==> src/hw/rtl/ntw_pkg.sv <==
// ============================================================================
// ntw_pkg - shared types, word codes and control program of the number speller
// Holds the control word layout, the opcodes and the read-only program that
// steps through digit groups and picks the English word codes to send.
// ============================================================================
package ntw_pkg;

    localparam int ValueW    = 64;
    localparam int ShiftCntW = $clog2(ValueW);
    localparam int NumDigits = 20;
    localparam int BcdW      = 4 * NumDigits;
    localparam int CodeW     = 6;
    localparam int PcW       = 6;
    localparam int CntW      = 6;
    localparam int MaxWords  = 35;

    // word codes
    localparam logic [CodeW-1:0] CodeZero     = 6'd0;
    localparam logic [CodeW-1:0] CodeTeenBase = 6'd10;
    localparam logic [CodeW-1:0] CodeTensBase = 6'd18;
    localparam logic [CodeW-1:0] CodeHundred  = 6'd28;
    localparam logic [CodeW-1:0] CodeThousand = 6'd29;
    localparam logic [CodeW-1:0] CodeMillion  = 6'd30;
    localparam logic [CodeW-1:0] CodeBillion  = 6'd31;
    localparam logic [CodeW-1:0] CodeTrillion = 6'd32;
    localparam logic [CodeW-1:0] CodeQuadrill = 6'd33;
    localparam logic [CodeW-1:0] CodeQuintill = 6'd34;
    localparam logic [CodeW-1:0] CodeLakh     = 6'd35;
    localparam logic [CodeW-1:0] CodeCrore    = 6'd36;
    localparam logic [CodeW-1:0] CodeArab     = 6'd37;
    localparam logic [CodeW-1:0] CodeKharab   = 6'd38;
    localparam logic [CodeW-1:0] CodeNeel     = 6'd39;
    localparam logic [CodeW-1:0] CodePadma    = 6'd40;
    localparam logic [CodeW-1:0] CodeNegative = 6'd41;

    // program entry points
    localparam logic [PcW-1:0] AddrEnd      = 6'd35;
    localparam logic [PcW-1:0] AddrIndStart = 6'd36;

    typedef enum logic [3:0] {
        OP_JMODE,   // jump to target in Indian grouping
        OP_NEG,     // negative if the input was negative
        OP_HUND,    // hundreds digit word
        OP_HWORD,   // the word hundred
        OP_TENS,    // twenty..ninety
        OP_ONES,    // one..nineteen, hyphenated after a tens word
        OP_SCALE,   // scale word if the group is not zero
        OP_ZERO,    // zero if nothing kept
        OP_JUMP,    // unconditional jump
        OP_END      // flush the held word as the last one
    } op_t;

    typedef struct packed {
        op_t              op;
        logic [4:0]       pos;     // digit index of the group's ones digit
        logic             hund;    // group has a hundreds digit
        logic [CodeW-1:0] code;    // scale word
        logic [PcW-1:0]   target;  // jump target
    } ctl_word_t;

    typedef struct packed {
        logic busy;
        logic done;
    } ntw_status_t;

    function automatic ctl_word_t mk(op_t op, logic [4:0] pos, logic hund,
                                     logic [CodeW-1:0] code, logic [PcW-1:0] target);
        ctl_word_t w;
        w.op     = op;
        w.pos    = pos;
        w.hund   = hund;
        w.code   = code;
        w.target = target;
        return w;
    endfunction

    // Control program. International: entries 1..35, Indian: 36..63.
    function automatic ctl_word_t ucode(logic [PcW-1:0] addr);
        ctl_word_t w;
        unique case (addr)
            6'd0:  w = mk(OP_JMODE, 5'd0,  1'b0, CodeZero, AddrIndStart);
            6'd1:  w = mk(OP_NEG,   5'd0,  1'b0, CodeZero, AddrEnd);
            // quintillion group: two digits only
            6'd2:  w = mk(OP_TENS,  5'd18, 1'b0, CodeZero, AddrEnd);
            6'd3:  w = mk(OP_ONES,  5'd18, 1'b0, CodeZero, AddrEnd);
            6'd4:  w = mk(OP_SCALE, 5'd18, 1'b0, CodeQuintill, AddrEnd);
            // quadrillion
            6'd5:  w = mk(OP_HUND,  5'd15, 1'b1, CodeZero, AddrEnd);
            6'd6:  w = mk(OP_HWORD, 5'd15, 1'b1, CodeZero, AddrEnd);
            6'd7:  w = mk(OP_TENS,  5'd15, 1'b1, CodeZero, AddrEnd);
            6'd8:  w = mk(OP_ONES,  5'd15, 1'b1, CodeZero, AddrEnd);
            6'd9:  w = mk(OP_SCALE, 5'd15, 1'b1, CodeQuadrill, AddrEnd);
            // trillion
            6'd10: w = mk(OP_HUND,  5'd12, 1'b1, CodeZero, AddrEnd);
            6'd11: w = mk(OP_HWORD, 5'd12, 1'b1, CodeZero, AddrEnd);
            6'd12: w = mk(OP_TENS,  5'd12, 1'b1, CodeZero, AddrEnd);
            6'd13: w = mk(OP_ONES,  5'd12, 1'b1, CodeZero, AddrEnd);
            6'd14: w = mk(OP_SCALE, 5'd12, 1'b1, CodeTrillion, AddrEnd);
            // billion
            6'd15: w = mk(OP_HUND,  5'd9,  1'b1, CodeZero, AddrEnd);
            6'd16: w = mk(OP_HWORD, 5'd9,  1'b1, CodeZero, AddrEnd);
            6'd17: w = mk(OP_TENS,  5'd9,  1'b1, CodeZero, AddrEnd);
            6'd18: w = mk(OP_ONES,  5'd9,  1'b1, CodeZero, AddrEnd);
            6'd19: w = mk(OP_SCALE, 5'd9,  1'b1, CodeBillion, AddrEnd);
            // million
            6'd20: w = mk(OP_HUND,  5'd6,  1'b1, CodeZero, AddrEnd);
            6'd21: w = mk(OP_HWORD, 5'd6,  1'b1, CodeZero, AddrEnd);
            6'd22: w = mk(OP_TENS,  5'd6,  1'b1, CodeZero, AddrEnd);
            6'd23: w = mk(OP_ONES,  5'd6,  1'b1, CodeZero, AddrEnd);
            6'd24: w = mk(OP_SCALE, 5'd6,  1'b1, CodeMillion, AddrEnd);
            // thousand
            6'd25: w = mk(OP_HUND,  5'd3,  1'b1, CodeZero, AddrEnd);
            6'd26: w = mk(OP_HWORD, 5'd3,  1'b1, CodeZero, AddrEnd);
            6'd27: w = mk(OP_TENS,  5'd3,  1'b1, CodeZero, AddrEnd);
            6'd28: w = mk(OP_ONES,  5'd3,  1'b1, CodeZero, AddrEnd);
            6'd29: w = mk(OP_SCALE, 5'd3,  1'b1, CodeThousand, AddrEnd);
            // units
            6'd30: w = mk(OP_HUND,  5'd0,  1'b1, CodeZero, AddrEnd);
            6'd31: w = mk(OP_HWORD, 5'd0,  1'b1, CodeZero, AddrEnd);
            6'd32: w = mk(OP_TENS,  5'd0,  1'b1, CodeZero, AddrEnd);
            6'd33: w = mk(OP_ONES,  5'd0,  1'b1, CodeZero, AddrEnd);
            6'd34: w = mk(OP_ZERO,  5'd0,  1'b0, CodeZero, AddrEnd);
            6'd35: w = mk(OP_END,   5'd0,  1'b0, CodeZero, AddrEnd);
            // Indian grouping
            6'd36: w = mk(OP_NEG,   5'd0,  1'b0, CodeZero, AddrEnd);
            6'd37: w = mk(OP_TENS,  5'd15, 1'b0, CodeZero, AddrEnd);
            6'd38: w = mk(OP_ONES,  5'd15, 1'b0, CodeZero, AddrEnd);
            6'd39: w = mk(OP_SCALE, 5'd15, 1'b0, CodePadma, AddrEnd);
            6'd40: w = mk(OP_TENS,  5'd13, 1'b0, CodeZero, AddrEnd);
            6'd41: w = mk(OP_ONES,  5'd13, 1'b0, CodeZero, AddrEnd);
            6'd42: w = mk(OP_SCALE, 5'd13, 1'b0, CodeNeel, AddrEnd);
            6'd43: w = mk(OP_TENS,  5'd11, 1'b0, CodeZero, AddrEnd);
            6'd44: w = mk(OP_ONES,  5'd11, 1'b0, CodeZero, AddrEnd);
            6'd45: w = mk(OP_SCALE, 5'd11, 1'b0, CodeKharab, AddrEnd);
            6'd46: w = mk(OP_TENS,  5'd9,  1'b0, CodeZero, AddrEnd);
            6'd47: w = mk(OP_ONES,  5'd9,  1'b0, CodeZero, AddrEnd);
            6'd48: w = mk(OP_SCALE, 5'd9,  1'b0, CodeArab, AddrEnd);
            6'd49: w = mk(OP_TENS,  5'd7,  1'b0, CodeZero, AddrEnd);
            6'd50: w = mk(OP_ONES,  5'd7,  1'b0, CodeZero, AddrEnd);
            6'd51: w = mk(OP_SCALE, 5'd7,  1'b0, CodeCrore, AddrEnd);
            6'd52: w = mk(OP_TENS,  5'd5,  1'b0, CodeZero, AddrEnd);
            6'd53: w = mk(OP_ONES,  5'd5,  1'b0, CodeZero, AddrEnd);
            6'd54: w = mk(OP_SCALE, 5'd5,  1'b0, CodeLakh, AddrEnd);
            6'd55: w = mk(OP_TENS,  5'd3,  1'b0, CodeZero, AddrEnd);
            6'd56: w = mk(OP_ONES,  5'd3,  1'b0, CodeZero, AddrEnd);
            6'd57: w = mk(OP_SCALE, 5'd3,  1'b0, CodeThousand, AddrEnd);
            6'd58: w = mk(OP_HUND,  5'd0,  1'b1, CodeZero, AddrEnd);
            6'd59: w = mk(OP_HWORD, 5'd0,  1'b1, CodeZero, AddrEnd);
            6'd60: w = mk(OP_TENS,  5'd0,  1'b1, CodeZero, AddrEnd);
            6'd61: w = mk(OP_ONES,  5'd0,  1'b1, CodeZero, AddrEnd);
            6'd62: w = mk(OP_ZERO,  5'd0,  1'b0, CodeZero, AddrEnd);
            6'd63: w = mk(OP_JUMP,  5'd0,  1'b0, CodeZero, AddrEnd);
            default: w = mk(OP_END, 5'd0,  1'b0, CodeZero, AddrEnd);
        endcase
        return w;
    endfunction

endpackage

==> src/hw/rtl/number_to_word_tokens.sv <==
// ============================================================================
// number_to_word_tokens - spells a signed 64-bit integer as English words
// Converts the magnitude to decimal, then runs a small control program that
// sends the word codes of each request one at a time, most significant first.
// ============================================================================
// Each number passes the binary-to-decimal shifter, then the program: up to 36
// steps for international grouping, 30 for Indian, and may stall while m_tready
// is low. The next number is accepted once the sequencer's done flag clears the
// busy register, after the last word of the previous one enters the result
// register. Results carry word_code, hyphen_before and truncated in m_tdata and
// last_word in m_tlast. The user must write numbering_system through
// cfg_wr_en/cfg_wr_data only while the block is idle; the block does not enforce this.
module number_to_word_tokens (
    input  logic        aclk,
    input  logic        aresetn,
    input  logic        cfg_wr_en,
    input  logic        cfg_wr_data,   // numbering_system
    input  logic        s_tvalid,
    output logic        s_tready,
    input  logic [63:0] s_tdata,       // [63:0] value
    output logic        m_tvalid,
    input  logic        m_tready,
    output logic [7:0]  m_tdata,       // [5:0] word_code, [6] hyphen_before, [7] truncated
    output logic        m_tlast        // last_word
);
    import ntw_pkg::*;

    logic              mode_reg;
    logic              busy_reg;
    logic              neg_reg;
    logic              accept;
    logic [ValueW-1:0] mag;
    logic [BcdW-1:0]   bcd;
    ntw_status_t       bcd_st;
    ntw_status_t       seq_st;

    assign accept   = s_tvalid && s_tready;
    assign s_tready = !busy_reg;
    // two's complement magnitude; the most negative value gives 2^63
    assign mag      = s_tdata[63] ? (~s_tdata + 64'd1) : s_tdata;

    // configuration and run control
    always_ff @(posedge aclk) begin
        if (!aresetn) begin
            mode_reg <= 1'b0;
            busy_reg <= 1'b0;
        end else begin
            if (cfg_wr_en) begin
                mode_reg <= cfg_wr_data;
            end
            if (accept) begin
                busy_reg <= 1'b1;
            end else if (seq_st.done) begin
                busy_reg <= 1'b0;
            end
        end
    end

    always_ff @(posedge aclk) begin
        if (accept) begin
            neg_reg <= s_tdata[63];
        end
    end

    ntw_bcd u_bcd (
        .aclk     (aclk),
        .aresetn  (aresetn),
        .start_i  (accept),
        .mag_i    (mag),
        .bcd_o    (bcd),
        .status_o (bcd_st)
    );

    ntw_seq u_seq (
        .aclk     (aclk),
        .aresetn  (aresetn),
        .start_i  (bcd_st.done),
        .mode_i   (mode_reg),
        .neg_i    (neg_reg),
        .bcd_i    (bcd),
        .status_o (seq_st),
        .m_tvalid (m_tvalid),
        .m_tready (m_tready),
        .m_tdata  (m_tdata),
        .m_tlast  (m_tlast)
    );

    // a request starts the converter
    a_accept_starts: assert property (@(posedge aclk) disable iff (!aresetn)
        accept |=> bcd_st.busy)
        else $error("converter not started by request");

    // converter and sequencer never run together
    a_no_overlap: assert property (@(posedge aclk) disable iff (!aresetn)
        !(bcd_st.busy && seq_st.busy))
        else $error("converter and sequencer overlap");

    // word codes stay in range
    a_code_range: assert property (@(posedge aclk) disable iff (!aresetn)
        m_tvalid |-> (m_tdata[5:0] <= CodeNegative))
        else $error("word code out of range");

    // only a ones word is hyphenated
    a_hyphen_ones: assert property (@(posedge aclk) disable iff (!aresetn)
        (m_tvalid && m_tdata[6]) |-> (m_tdata[5:0] >= 6'd1 && m_tdata[5:0] <= 6'd9))
        else $error("hyphen on a word that is not a ones word");

endmodule

==> src/hw/rtl/ntw_bcd.sv <==
// ============================================================================
// ntw_bcd - binary to decimal converter
// Shift-and-add-three, one magnitude bit per cycle; the twenty decimal digits
// stay stable until the next start.
// ============================================================================
module ntw_bcd (
    input  logic                        aclk,
    input  logic                        aresetn,
    input  logic                        start_i,
    input  logic [ntw_pkg::ValueW-1:0]  mag_i,
    output logic [ntw_pkg::BcdW-1:0]    bcd_o,
    output ntw_pkg::ntw_status_t        status_o
);
    import ntw_pkg::*;

    logic [ValueW-1:0]         bin_reg;
    logic [BcdW-1:0]           bcd_reg;
    logic [BcdW-1:0]           bcd_adj;
    logic [ShiftCntW-1:0]      cnt_reg;
    logic                      busy_reg;
    logic                      done_reg;

    // add three to every digit of five or more before the shift
    always_comb begin
        for (int d = 0; d < NumDigits; d++) begin
            bcd_adj[4*d +: 4] = (bcd_reg[4*d +: 4] >= 4'd5) ?
                                bcd_reg[4*d +: 4] + 4'd3 : bcd_reg[4*d +: 4];
        end
    end

    // control
    always_ff @(posedge aclk) begin
        if (!aresetn) begin
            busy_reg <= 1'b0;
            done_reg <= 1'b0;
            cnt_reg  <= '0;
        end else begin
            done_reg <= 1'b0;
            if (start_i) begin
                busy_reg <= 1'b1;
                cnt_reg  <= '0;
            end else if (busy_reg) begin
                cnt_reg <= cnt_reg + 1'b1;
                if (cnt_reg == ShiftCntW'(ValueW - 1)) begin
                    busy_reg <= 1'b0;
                    done_reg <= 1'b1;
                end
            end
        end
    end

    // shift datapath
    always_ff @(posedge aclk) begin
        if (start_i) begin
            bin_reg <= mag_i;
            bcd_reg <= '0;
        end else if (busy_reg) begin
            bin_reg <= {bin_reg[ValueW-2:0], 1'b0};
            bcd_reg <= {bcd_adj[BcdW-2:0], bin_reg[ValueW-1]};
        end
    end

    assign bcd_o         = bcd_reg;
    assign status_o.busy = busy_reg;
    assign status_o.done = done_reg;

endmodule

==> src/hw/rtl/ntw_seq.sv <==
// ============================================================================
// ntw_seq - microcoded word sequencer
// Steps through the control program one step per cycle while the result side
// does not stall it, holds the newest word until the next one (or the end)
// shows whether it is the last, and drives the result register.
// ============================================================================
module ntw_seq (
    input  logic                        aclk,
    input  logic                        aresetn,
    input  logic                        start_i,
    input  logic                        mode_i,
    input  logic                        neg_i,
    input  logic [ntw_pkg::BcdW-1:0]    bcd_i,
    output ntw_pkg::ntw_status_t        status_o,
    output logic                        m_tvalid,
    input  logic                        m_tready,
    output logic [7:0]                  m_tdata,
    output logic                        m_tlast
);
    import ntw_pkg::*;

    typedef struct packed {
        logic [CodeW-1:0] code;
        logic             hyphen;
    } word_t;

    logic [PcW-1:0]  pc_reg, pc_next;
    logic [CntW-1:0] count_reg;
    logic            run_reg;
    logic            done_reg;
    logic            pend_valid_reg;
    word_t           pend_reg;
    logic            m_valid_reg;
    logic [7:0]      m_data_reg;
    logic            m_last_reg;

    ctl_word_t         cw;
    logic [BcdW+7:0]   bcd_ext;
    logic [11:0]       win;
    logic [3:0]        dh, dt, d1;
    logic              emit;
    word_t             new_word;
    logic              is_end;
    logic              push;
    logic              stall;
    logic              trunc;
    logic              kept_zero;

    assign cw      = ucode(pc_reg);
    assign bcd_ext = {8'd0, bcd_i};
    assign win     = bcd_ext[{cw.pos, 2'b00} +: 12];
    assign dh      = win[11:8];
    assign dt      = win[7:4];
    assign d1      = win[3:0];

    // digits at and above ten to the seventeenth are dropped in Indian mode
    assign trunc     = mode_i && (bcd_i[BcdW-1:68] != '0);
    assign kept_zero = mode_i ? (bcd_i[67:0] == '0) : (bcd_i == '0);

    // word decode
    always_comb begin
        emit            = 1'b0;
        new_word.code   = CodeZero;
        new_word.hyphen = 1'b0;
        unique case (cw.op)
            OP_NEG: begin
                emit          = neg_i;
                new_word.code = CodeNegative;
            end
            OP_HUND: begin
                emit          = (dh != 4'd0);
                new_word.code = {2'b00, dh};
            end
            OP_HWORD: begin
                emit          = (dh != 4'd0);
                new_word.code = CodeHundred;
            end
            OP_TENS: begin
                emit          = (dt >= 4'd2);
                new_word.code = CodeTensBase + {2'b00, dt};
            end
            OP_ONES: begin
                if (dt == 4'd1) begin
                    emit          = 1'b1;
                    new_word.code = CodeTeenBase + {2'b00, d1};
                end else begin
                    emit            = (d1 != 4'd0);
                    new_word.code   = {2'b00, d1};
                    new_word.hyphen = (dt >= 4'd2);
                end
            end
            OP_SCALE: begin
                emit          = (d1 != 4'd0) || (dt != 4'd0) || (cw.hund && dh != 4'd0);
                new_word.code = cw.code;
            end
            OP_ZERO: begin
                emit          = kept_zero;
                new_word.code = CodeZero;
            end
            OP_JMODE, OP_JUMP, OP_END: begin
                emit = 1'b0;
            end
            default: begin
                emit = 1'b0;
            end
        endcase
    end

    assign is_end = (cw.op == OP_END);
    assign push   = (emit && pend_valid_reg) || is_end;
    assign stall  = push && m_valid_reg && !m_tready;

    // next step
    always_comb begin
        pc_next = pc_reg + 1'b1;
        if (cw.op == OP_JMODE && mode_i) begin
            pc_next = cw.target;
        end else if (cw.op == OP_JUMP) begin
            pc_next = cw.target;
        end else if (emit && count_reg == CntW'(MaxWords - 1)) begin
            // word limit reached: the word just taken becomes the last one
            pc_next = AddrEnd;
        end
    end

    // control state
    always_ff @(posedge aclk) begin
        if (!aresetn) begin
            run_reg        <= 1'b0;
            done_reg       <= 1'b0;
            pend_valid_reg <= 1'b0;
            m_valid_reg    <= 1'b0;
            pc_reg         <= '0;
            count_reg      <= '0;
        end else begin
            done_reg <= 1'b0;
            if (m_valid_reg && m_tready) begin
                m_valid_reg <= 1'b0;
            end
            if (start_i) begin
                run_reg        <= 1'b1;
                pend_valid_reg <= 1'b0;
                pc_reg         <= '0;
                count_reg      <= '0;
            end else if (run_reg && !stall) begin
                if (push) begin
                    m_valid_reg <= 1'b1;
                end
                if (is_end) begin
                    run_reg        <= 1'b0;
                    pend_valid_reg <= 1'b0;
                    done_reg       <= 1'b1;
                end else if (emit) begin
                    pend_valid_reg <= 1'b1;
                    count_reg      <= count_reg + 1'b1;
                end
                pc_reg <= pc_next;
            end
        end
    end

    // held word and result payload
    always_ff @(posedge aclk) begin
        if (run_reg && !stall) begin
            if (push) begin
                m_data_reg <= {trunc, pend_reg.hyphen, pend_reg.code};
                m_last_reg <= is_end;
            end
            if (emit) begin
                pend_reg <= new_word;
            end
        end
    end

    assign status_o.busy = run_reg;
    assign status_o.done = done_reg;
    assign m_tvalid      = m_valid_reg;
    assign m_tdata       = m_data_reg;
    assign m_tlast       = m_last_reg;

endmodule
==> config.mk <==
export PLATFORM = sky130hd
export DESIGN_NAME = number_to_word_tokens
export DESIGN_NICKNAME = d
export VERILOG_FILES = /design/src/hw/rtl/ntw_pkg.sv /design/src/hw/rtl/number_to_word_tokens.sv /design/src/hw/rtl/ntw_bcd.sv /design/src/hw/rtl/ntw_seq.sv
export SDC_FILE = /design/constraint.sdc
export NUM_CORES = 1
export LEC_CHECK = 0
export BUFFER_PORTS_ARGS = -buffer_cell sky130_fd_sc_hd__buf_2
export CORE_UTILIZATION = 56
export CTS_CLUSTER_SIZE = 30
export DETAILED_ROUTE_END_ITERATION = 16
export PLACE_DENSITY = 0.77
export SLEW_MARGIN = 20
export SYNTH_ARGS = -nofsm -noshare
export SYNTH_HDL_FRONTEND = slang
export SYNTH_SLANG_ARGS = --single-unit
export TNS_END_PERCENT = 20
==> constraint.sdc <==
create_clock -name aclk -period 4.8 [get_ports aclk]
set_input_delay 0.72 -clock aclk [delete_from_list [all_inputs] [get_ports aclk]]
set_output_delay 0.72 -clock aclk [all_outputs]
set_load 0.05 [all_outputs]
======== Yosys cells after proc, flatten, opt, wreduce, memory -nomap -nowiden ========
Memory sizes are Yosys's and may differ from the RTL's. A register that Yosys moved wholly into a read port is not among the register bits.
Index checks and enable logic that the tools add are counted.
word-level totals
  word-level logic and storage cells ...... 173
  bits of input ports ..................... 70
  RAM bits ................................ 0
  register bits after elaboration ......... 187
  memories kept ........................... 1
  output and inout port bits .............. 11
  ROM bits ................................ 1216
  bits in latches ......................... 0
memories
  memory            depth  bits a word  rd ports  clocked after Yosys merged registers in  write ports  RTL line       RTL
  (name not given)  64     19           1         1                                        0            ntw_pkg.sv:80  unique case (addr)
operators by class
  shifts and indexed selects .............. 1
  reduce and logical (&&, ||, !) cells .... 39
  multipliers ............................. 0
  divide/modulo/power cells ............... 0
  mux-type cells .......................... 49
  magnitude comparators ................... 21
  bitwise operators ....................... 6
  eq/ne operators ......................... 12
  add/sub/neg operators ................... 26
operators with widths
  operator                                                                number
  64-bit two-way mux                                                      3
  88-bit by 8-bit variable part select with 12-bit output                 1
  4-bit by 3-bit >= comparator with 1-bit output (second input constant)  20
  80-bit logical NOT                                                      1
  4-bit by 2-bit adder with 4-bit output (second input constant)          19
  4-bit two-way mux                                                       19
  68-bit logical NOT                                                      1
  64-bit by 1-bit adder with 64-bit output (second input constant)        1
  64-bit inverter                                                         1
  6-bit two-way mux                                                       6
  6-bit case mux with 6 select lines                                      1
  6-bit by 1-bit adder with 6-bit output (second input constant)          3
  1-bit two-way mux                                                       18
  4-bit by 3-bit equality test with 1-bit output (second input constant)  4
  6-bit equality test (second input constant)                             2
  12-bit nonzero test                                                     1
  4-bit nonzero test                                                      3
  1-bit logical AND                                                       10
  2-bit nonzero test                                                      5
  4-bit by 1-bit equality test with 1-bit output (second input constant)  2
  4-bit by 2-bit equality test with 1-bit output (second input constant)  2
  4-bit equality test (second input constant)                             2
  2-bit AND reduction                                                     4
  2-bit OR reduction                                                      4
  12 further kinds                                                        21

======== Depth between registers and ports, before layout ========
Gate-level depths: netlist (run 1).
  word-level depth ........................ 13
  gate-level depth with buffers ........... 22
  gate-level depth less buffers ........... 19

======== Hierarchy ========
A second synthesis (run 1) with hierarchy kept.
unflattened totals
  cell total of the unflattened synthesis .. 1645
  area, all modules ....................... 15113.2 µm²
by module, submodules not included
  module                 instances  sequential area each (µm²)  cells an instance  area each (µm²)
  ntw_bcd                1          3683.5                      781                7923.8
  ntw_seq                1          1161.1                      613                5445.2
  number_to_word_tokens  1          70.1                        251                1744.2

======== Worst setup path after synthesis (run 1) ========
Ideal clock, no wire load.
  kind .................................... register -> register
  start ................................... register u_seq.cw[13] (netlist name)
  end ..................................... register u_seq.cw[14] (netlist name)
  data arrival time ....................... 4.575 ns
  path buffers ............................ 3
  cell stages (with the launch flop) ...... 21
  period minus slack after synthesis ...... 4.695 ns
  required time ........................... 4.680 ns
  path slack .............................. 0.105 ns
  library setup time ...................... 0.120 ns
  cells stage by stage .................... dfxtp_1 -> buf_6 -> buf_6 -> mux4_2 -> nor2_1 -> a2111oi_0 -> or3_4 -> nor4b_2 -> a41o_1 -> a31oi_1 -> nor2_2 -> mux2i_1 -> nor2_2 -> inv_1 -> ha_1 -> clkbuf_1 -> inv_1 -> and2_1 -> o21ai_1 -> o221ai_1 -> a211o_1
between the ends
  word-level cells in the longest chain between the ends .. 13
  elaborated cells on any way between the ends .. 23
  classes of those cells .................. order compare (1); eq/ne (1); shift (1); mux (7); reduce/logical (13)
ends and longest elaborated chain
  item                                                                                                    RTL line        RTL
  88-bit by 8-bit variable part select with 12-bit output *                                               ntw_seq.sv:51   assign win = bcd_ext[{cw.pos, 2'b00} +: 12];
  parallel branches: the longest is 3 deep, another holds 4-bit by 2-bit >= comparator with 1-bit output  --
  1-bit case mux with 6 select lines *                                                                    ntw_seq.sv:65   unique case (cw.op)
  1-bit logical AND                                                                                       ntw_seq.sv:110  assign push = (emit && pend_valid_reg) || is_end;
  1-bit logical OR                                                                                        ntw_seq.sv:110
  1-bit logical AND (2 in series)                                                                         ntw_seq.sv:111  assign stall = push && m_valid_reg && !m_tready;
  1-bit logical NOT                                                                                       ntw_seq.sv:145  end else if (run_reg && !stall) begin
  1-bit logical AND                                                                                       ntw_seq.sv:145
  6-bit two-way mux (no line) * (2 in series)                                                             --
Mark *: on every way between the ends.
A chain may end at the register's enable or synchronous reset.

======== Final worst setup path (run 1) ========
  start ................................... register u_seq.cw[13] (netlist name)
  end ..................................... register u_seq.cw[19] (netlist name)
between the ends
  word-level cells in the longest chain between the ends .. 13
  elaborated cells on any way between the ends .. 23
  classes of those cells .................. order compare (1); eq/ne (1); shift (1); mux (7); reduce/logical (13)
ends and longest elaborated chain
  item                                                                                                    RTL line
  88-bit by 8-bit variable part select with 12-bit output *                                               ntw_seq.sv:51
  parallel branches: the longest is 3 deep, another holds 4-bit by 2-bit >= comparator with 1-bit output  --
  1-bit case mux with 6 select lines *                                                                    ntw_seq.sv:65
  1-bit logical AND                                                                                       ntw_seq.sv:110
  1-bit logical OR                                                                                        ntw_seq.sv:110
  1-bit logical AND (2 in series)                                                                         ntw_seq.sv:111
  1-bit logical NOT                                                                                       ntw_seq.sv:145
  1-bit logical AND                                                                                       ntw_seq.sv:145
  6-bit two-way mux (no line) * (2 in series)                                                             --
Marked as above.

==> results.yml, run 1 <==
synth:
  synth_warnings: 0
  synth_xor_area_share_pct: 7.17
  syn_avg_cell_area_um2: 8.71
  synth_simple_gate_area_share_pct: 18.4
  synth_compound_area_share_pct: 17.6
  ys_seq_area_share_pct: 35.3
  synth_area_um2: 13900
  syn_nets: 1744
  ys.flop_type: "dfxtp_1"
  synthCells: 1598
  synth_top_family_by_area: "simple AND/OR/NAND/NOR gates"
  synth-adder-area-share_pct: 6.90
  synth.distinct_cells: 89
  synth_edf_count: 81
  ys_async_sr_fraction_pct: 0
  ys_seq_elements: 205
  synth.area.mux_share_pct: 9.99
global_route:
  met3_usage_pct: 5.40
  grt_usage_pct: 28.0
  grt_antenna_before_repair: 1
  grt_first_pass_wirelength_mm: 58.4
  grt_pass1_vias: 11400
  use_met1_pct: 38.1
  grt_start_max_net_pins: 88
  overflow: 0
  met2_usage_pct: 45.0
  busiest_layer: "met2"
place:
  placed_cells: 1969
  port_buffers: 80
  hpwlAfterDp_mm: 26.0
  place.gp.congestion: 0.960
pwr:
  internal_power_w: 0.00335
  switching_share_pct: 27.6
  vdd_drop_max_uv: 218
  switchingPower_w: 0.00128
  p_clk_share_pct: 39.8
  seq_power_share_pct: 43.4
  p_leak_nw: 5.86
  combPwrFrac_pct: 16.8
  p_per_area_nw_per_um2: 296
route:
  avgViaCountPerCell: 6.02
  wl_per_cell_um: 17.8
  drc_errors: 0
  firstDrtPassIters: 7
  drtIter0Drc: 960
  route.vias.total: 12100
  wirelength_mm: 35.9
  ant_nets: 0
critical_path:
  regToRegEndpoint: "u_seq.cw[19]"
  crit_path_max_incr_delay_ns: 0.57
  worst-setup-path-type: "flop to flop"
  crit_family: "multiplexers"
  worstPathRequired_ns: 5.19
  reg2regPathDepth: 16
  cp_num_buf_inv: 2
  crit_start: "u_seq.cw[13]"
  crit_arrival_ns: 5.02
  crit_path_end_kind: "flop"
  cp_slowest_cell: "or4_1"
  cp_max_fo: 17
  r2r_slack_ns: 0.17
  start_kind: "flop"
  r2r_start: "u_seq.cw[13]"
  crit_chain: "buf_12 > mux4_2 > mux2i_1 > o221ai_2 > or4_1 > a21o_1 > a31oi_2 > nor2_4 > mux2i_2 > nor2_4 > buf_4 > ha_1 > mux2i_2 > o32ai_2 > a2111oi_2 > a41oi_1"
clock_network:
  hold_buffers: 0
  clkTransAtPathRegs_ns: 0.06
  cts_tree: "done"
  clk_latency_ns: 0.53
  cts_sinks: 205
  cts-htree-levels: 1
  root_buffer: "clkbuf_16"
  clock_path_buffers: 3
  cts_buffers: 24
sta:
  finalHoldViolCount: 0
  final.period_utilization_pct: 96.5
  slew_headroom_pct: 35.5
  finalCriticalPeriod_ns: 4.63
  max_freq_ghz: 0.216
  worst_pin_slew_ns: 0.968
  finalSetupTns_ns: 0
  fin_skew_ns: 0.0158
  setup_viol: 0
  rsz0062_at_grt: "yes"
  drv_slew: 0
layout:
  n_antenna_cell: 0
  final_cell_mix: "nand2_1, o21ai_0, nor2_1"
  syn_to_final_growth_pct: 12.5
  largest_register_ffs: 80
  final_common_cell: "nand2_1"
  nets: 1822
  drive_above_1_share_pct: 15.2
  final_cells: 2018
job:
  maxCapViolCount: 0
floorplanning:
  initial_core_util_pct: 57.2
  io_pins: 81
  dieWidth_um: 160
  die_area_um2: 25500
  coreArea_um2: 24300
  die_h_um: 160
  row_count: 57
hold_path:
  holdPathStages: 0
  hold_start: "u_seq.pend_reg[5]"
  hold-path-endpoint: "u_seq.m_tdata[4]"
  min_path_type: "flop to flop"
outcome:
  status: "finished, final reports clean"
[power by group through the flow]
stage | clock, W | sequential [W] | combinational (W)
4_1_cts | 0.00187 | 0.00201 | 0.000756
6_report | 0.00184 | 0.00201 | 0.000778
5_1_grt | 0.00195 | 0.00202 | 0.000857
3_5_place_dp | 0 | 0.00204 | 0.000753
3_3_place_gp | 0 | 0.00204 | 0.000747
2_1_floorplan | 0 | 0.00200 | 0.000574
[worst reg2reg max path, stage by stage, from the launching register on]
cell and delay (ns):
dfxtp_4 0.42, buf_12 0.19, mux4_2 0.52, mux2i_1 0.26, o221ai_2 0.17, or4_1 0.57
a21o_1 0.25, a31oi_2 0.28, nor2_4 0.10, mux2i_2 0.31, nor2_4 0.10, buf_4 0.17
ha_1 0.29, mux2i_2 0.26, o32ai_2 0.17, a2111oi_2 0.33, a41oi_1 0.08
[logic make-up after synthesis]
kind of cell | after synthesis
AO/OA/AOI/OAI | 399
adder cells (fa/ha/maj) | 77
flip-flops | 205
XOR/XNOR | 114
AND/OR/NAND/NOR | 538
multiplexers | 114
buffers and inverters | 151
[routing by layer]
layer | wire, µm | vias to the layer above
met3 | 2720 | 77
met2 | 16200 | 439
met5 | 13 | -
met1 | 16000 | 5705
li1 | - | 5921
met4 | 962 | 2
[how the worst max path moves through the flow]
| stage | endpoint | cells past startpoint |
|---|---|---|
| final | u_seq.cw[19] | 16 |
| after floorplan | u_seq.cw[14] | 20 |
| after global routing | u_seq.cw[19] | 16 |
| after global placement | u_seq.cw[15] | 16 |
| after detailed placement | u_seq.cw[14] | 17 |
| after CTS | u_seq.cw[14] | 17 |
[Yosys cell counts, types with 6 or more instances]
library cell,number,share of area [%]
buf_6,6,0.49
or4_1,10,0.54
o211ai_1,10,0.54
mux4_2,17,2.8
buf_1,7,0.19
nand3_1,55,2.0
o22ai_1,6,0.27
ha_1,76,6.8
nand4_1,14,0.63
nand2b_1,31,1.4
nor3_1,47,1.7
mux2i_1,82,5.9
edfxtp_1,81,17
or3_1,16,0.72
buf_2,11,0.40
nor2b_1,11,0.49
nor4_1,14,0.63
nand2_1,170,4.6
dfxtp_1,124,18
inv_1,59,1.6
clkbuf_1,58,1.6
xor2_1,84,5.3
o21ai_0,155,5.6
xnor2_1,30,1.9
o31ai_1,18,0.97
o41ai_1,12,0.75
nor2_1,139,3.7
a21oi_1,106,3.8
a22oi_1,17,0.92
mux2_2,9,0.73
a31oi_1,6,0.27
[layout make-up]
| type | instances | area, µm² |
|---|---|---|
| flip-flops and latches | 205 | 4920 |
| fillers | 2049 | 8660 |
| clock buffers | 32 | 683 |
| repair buffers | 140 | 868 |
| clock inverters | 12 | 123 |
| multi-input cells | 1242 | 8420 |
| well taps | 324 | 405 |
| inverters | 63 | 236 |
[metrics by stage]
stage | setup WS, ns | cell area (µm²) | power, W | hold WS, ns | util [%]
floorplan | 0.105 | 13900 | 0.00257 | 0.400 | -
global placement | 0.231 | 14700 | 0.00279 | 0.404 | 60.6
detailed placement | 0.0913 | 14700 | 0.00280 | 0.405 | 60.6
CTS | 0.0820 | 15600 | 0.00464 | 0.419 | 64.0
global route | -0.0443 | 15700 | 0.00482 | 0.425 | 64.4
finish | 0.168 | 15700 | 0.00463 | 0.418 | 64.4
[repair_timing]
action,4_1_cts,5_1_grt
resized for setup,0,15
setup endpoints to repair,0,15
setup buffers,0,5
hold endpoints to repair,0,0
Note: power is estimated with default switching activity, not from simulation.
==> run 2: changes to the inputs <==
--- a/config.mk
+++ b/config.mk
@@ -6,10 +6,11 @@
 export NUM_CORES = 1
 export LEC_CHECK = 0
 export BUFFER_PORTS_ARGS = -buffer_cell sky130_fd_sc_hd__buf_2
-export CORE_UTILIZATION = 56
+export CORE_MARGIN = 3
+export CORE_UTILIZATION = 67
 export CTS_CLUSTER_SIZE = 30
 export DETAILED_ROUTE_END_ITERATION = 16
-export PLACE_DENSITY = 0.77
+export PLACE_DENSITY = 0.87
 export SLEW_MARGIN = 20
 export SYNTH_ARGS = -nofsm -noshare
 export SYNTH_HDL_FRONTEND = slang
==> constraint.sdc (replaced) <==
create_clock -name aclk -period 5.37 [get_ports aclk]
set_input_delay 0.8055 -clock aclk [delete_from_list [all_inputs] [get_ports aclk]]
set_output_delay 0.8055 -clock aclk [all_outputs]
set_load 0.05 [all_outputs]
==> results.yml, run 2 (synthesis results as in run 1) <==
clock_network:
  cts_buffers: 23
  root_buffer: "clkbuf_16"
  hold_buffers: 0
  clk_latency_ns: 0.53
  cts-htree-levels: 1
  cts_tree: "done"
  cts_sinks: 205
  clkTransAtPathRegs_ns: 0.06
  clock_path_buffers: 3
sta:
  finalHoldViolCount: 0
  fin_skew_ns: 0.0245
  finalCriticalPeriod_ns: 5.05
  slew_headroom_pct: 33.6
  final.period_utilization_pct: 94.0
  setup_viol: 0
  finalSetupTns_ns: 0
  worst_pin_slew_ns: 0.996
  rsz0062_at_grt: "no"
  drv_slew: 0
  max_freq_ghz: 0.198
pwr:
  p_per_area_nw_per_um2: 263
  total_power_w: 0.00401
  p_leak_nw: 5.67
  vdd_drop_max_uv: 216
outcome:
  status: "finished, final reports clean"
layout:
  syn_to_final_growth_pct: 9.50
  final_cell_mix: "nand2_1, o21ai_0, nor2_1"
  largest_register_ffs: 80
  final_common_cell: "nand2_1"
  nets: 1793
  drive_above_1_share_pct: 12.8
  n_antenna_cell: 0
  final_cells: 1932
job:
  maxCapViolCount: 0
critical_path:
  start_kind: "flop"
  cp_common_cell: "nor2_2"
  worst-setup-path-type: "flop to flop"
  worstPathRequired_ns: 5.76
  crit_chain: "nor2b_1 > a22oi_1 > nand3_1 > o221ai_2 > or4_1 > a21o_1 > a31oi_1 > nor2_2 > mux2i_1 > nor2_2 > buf_4 > ha_1 > mux2i_2 > o32ai_2 > a2111oi_2 > a41oi_1"
  cp_max_fo: 13
  r2r_slack_ns: 0.32
  crit_path_end_kind: "flop"
  cp_slowest_cell: "dfxtp_1"
  crit_path_max_incr_delay_ns: 0.74
  crit_arrival_ns: 5.44
global_route:
  grt_antenna_before_repair: 0
  grt_first_pass_wirelength_mm: 58.3
  grt_usage_pct: 31.7
  grt_pass1_vias: 11700
  grt_start_max_net_pins: 84
  overflow: 0
place:
  port_buffers: 80
  place.gp.congestion: 0.946
  hpwlAfterDp_mm: 26.2
  placed_cells: 1891
floorplanning:
  initial_core_util_pct: 68.6
  coreArea_um2: 20300
  die_area_um2: 22500
  dieWidth_um: 150
  die_h_um: 150
  io_pins: 81
  row_count: 52
hold_path:
  min_path_type: "flop to flop"
route:
  drc_errors: 0
  ant_nets: 0
  drtIter0Drc: 1031
  avgViaCountPerCell: 6.35
  route.vias.total: 12300
  wl_per_cell_um: 18.9
  wirelength_mm: 36.4
  firstDrtPassIters: 6
-- run 2: cell types whose count changed in the layout (fill, tap and decap cells not counted), moves of 2 or more --
cell        change
mux2i_1         +3
nor2_4          -2
o41ai_1         +2
mux2i_2         -3
clkinvlp_4      -4
buf_4          -25
clkbuf_4        +2
o41ai_2         -2
buf_6           -2
nor2_2          +2
clkbuf_1        +2
clkbuf_16       -2
-- run 2: what timing repair did --
action,4_1_cts,5_1_grt
setup endpoints to repair,0,3
endpoints found under the hold margin,0,0
gates resized for setup,0,0
setup buffers,0,1
-- run 2: final timing paths --
path,from,endpoint,cells after the start
worst max-delay path,u_seq.cw[14],u_seq.cw[19],16
worst min register to register,u_seq.pend_reg[3],u_seq.m_tdata[2],0
worst min-delay path,u_seq.pend_reg[3],u_seq.m_tdata[2],0
worst max register to register,u_seq.cw[14],u_seq.cw[19],16
-- run 2: power by group --
| group | switching [W] | internal (W) |
|---|---|---|
| Combinational | 0.000416 | 0.000262 |
| Clock | 0.000642 | 0.000894 |
| Sequential | 0.0000673 | 0.00173 |
-- run 2: cell type report --
| type | count | area (µm²) |
|---|---|---|
| Tap cell | 270 | 338 |
| Timing Repair Buffer | 112 | 661 |
| Sequential cell | 205 | 4920 |
| Inverter | 63 | 236 |
| Clock inverter | 7 | 77.6 |
| Multi-Input combinational cell | 1242 | 8360 |
| Fill cell | 1485 | 5060 |
| Clock buffer | 33 | 651 |
-- run 2: metrics by stage --
step	area [µm²]	hold slack, ns	utilization, %	setup slack (ns)
5_1_grt	15200	0.430	75.1	0.0989
2_1_floorplan	13900	0.400	-	0.675
4_1_cts	15200	0.423	75.0	0.300
3_5_place_dp	14500	0.406	71.4	0.342
3_3_place_gp	14500	0.401	71.4	0.500
6_report	15200	0.423	75.1	0.321
-- run 2: per-layer routing --
| metal | track usage [%] | vias to the layer above | routed length, µm |
|---|---|---|---|
| met5 | 0 | - | 0 |
| met4 | 9.38 | 0 | 1060 |
| met3 | 6.68 | 85 | 3180 |
| met2 | 51.9 | 541 | 17000 |
| met1 | 42.7 | 5787 | 15100 |
| li1 | - | 5858 | - |
-- run 2: worst max-delay path: cells and delay by family, from the launching register on --
kind,cells,cell delay (ns)
adders and majority gates,1,0.31
and+or+nand+nor,5,1.59
AOI/OAI and AO/OA,7,1.50
DFF,1,0.74
buffers and inverters,1,0.21
muxes,2,0.55
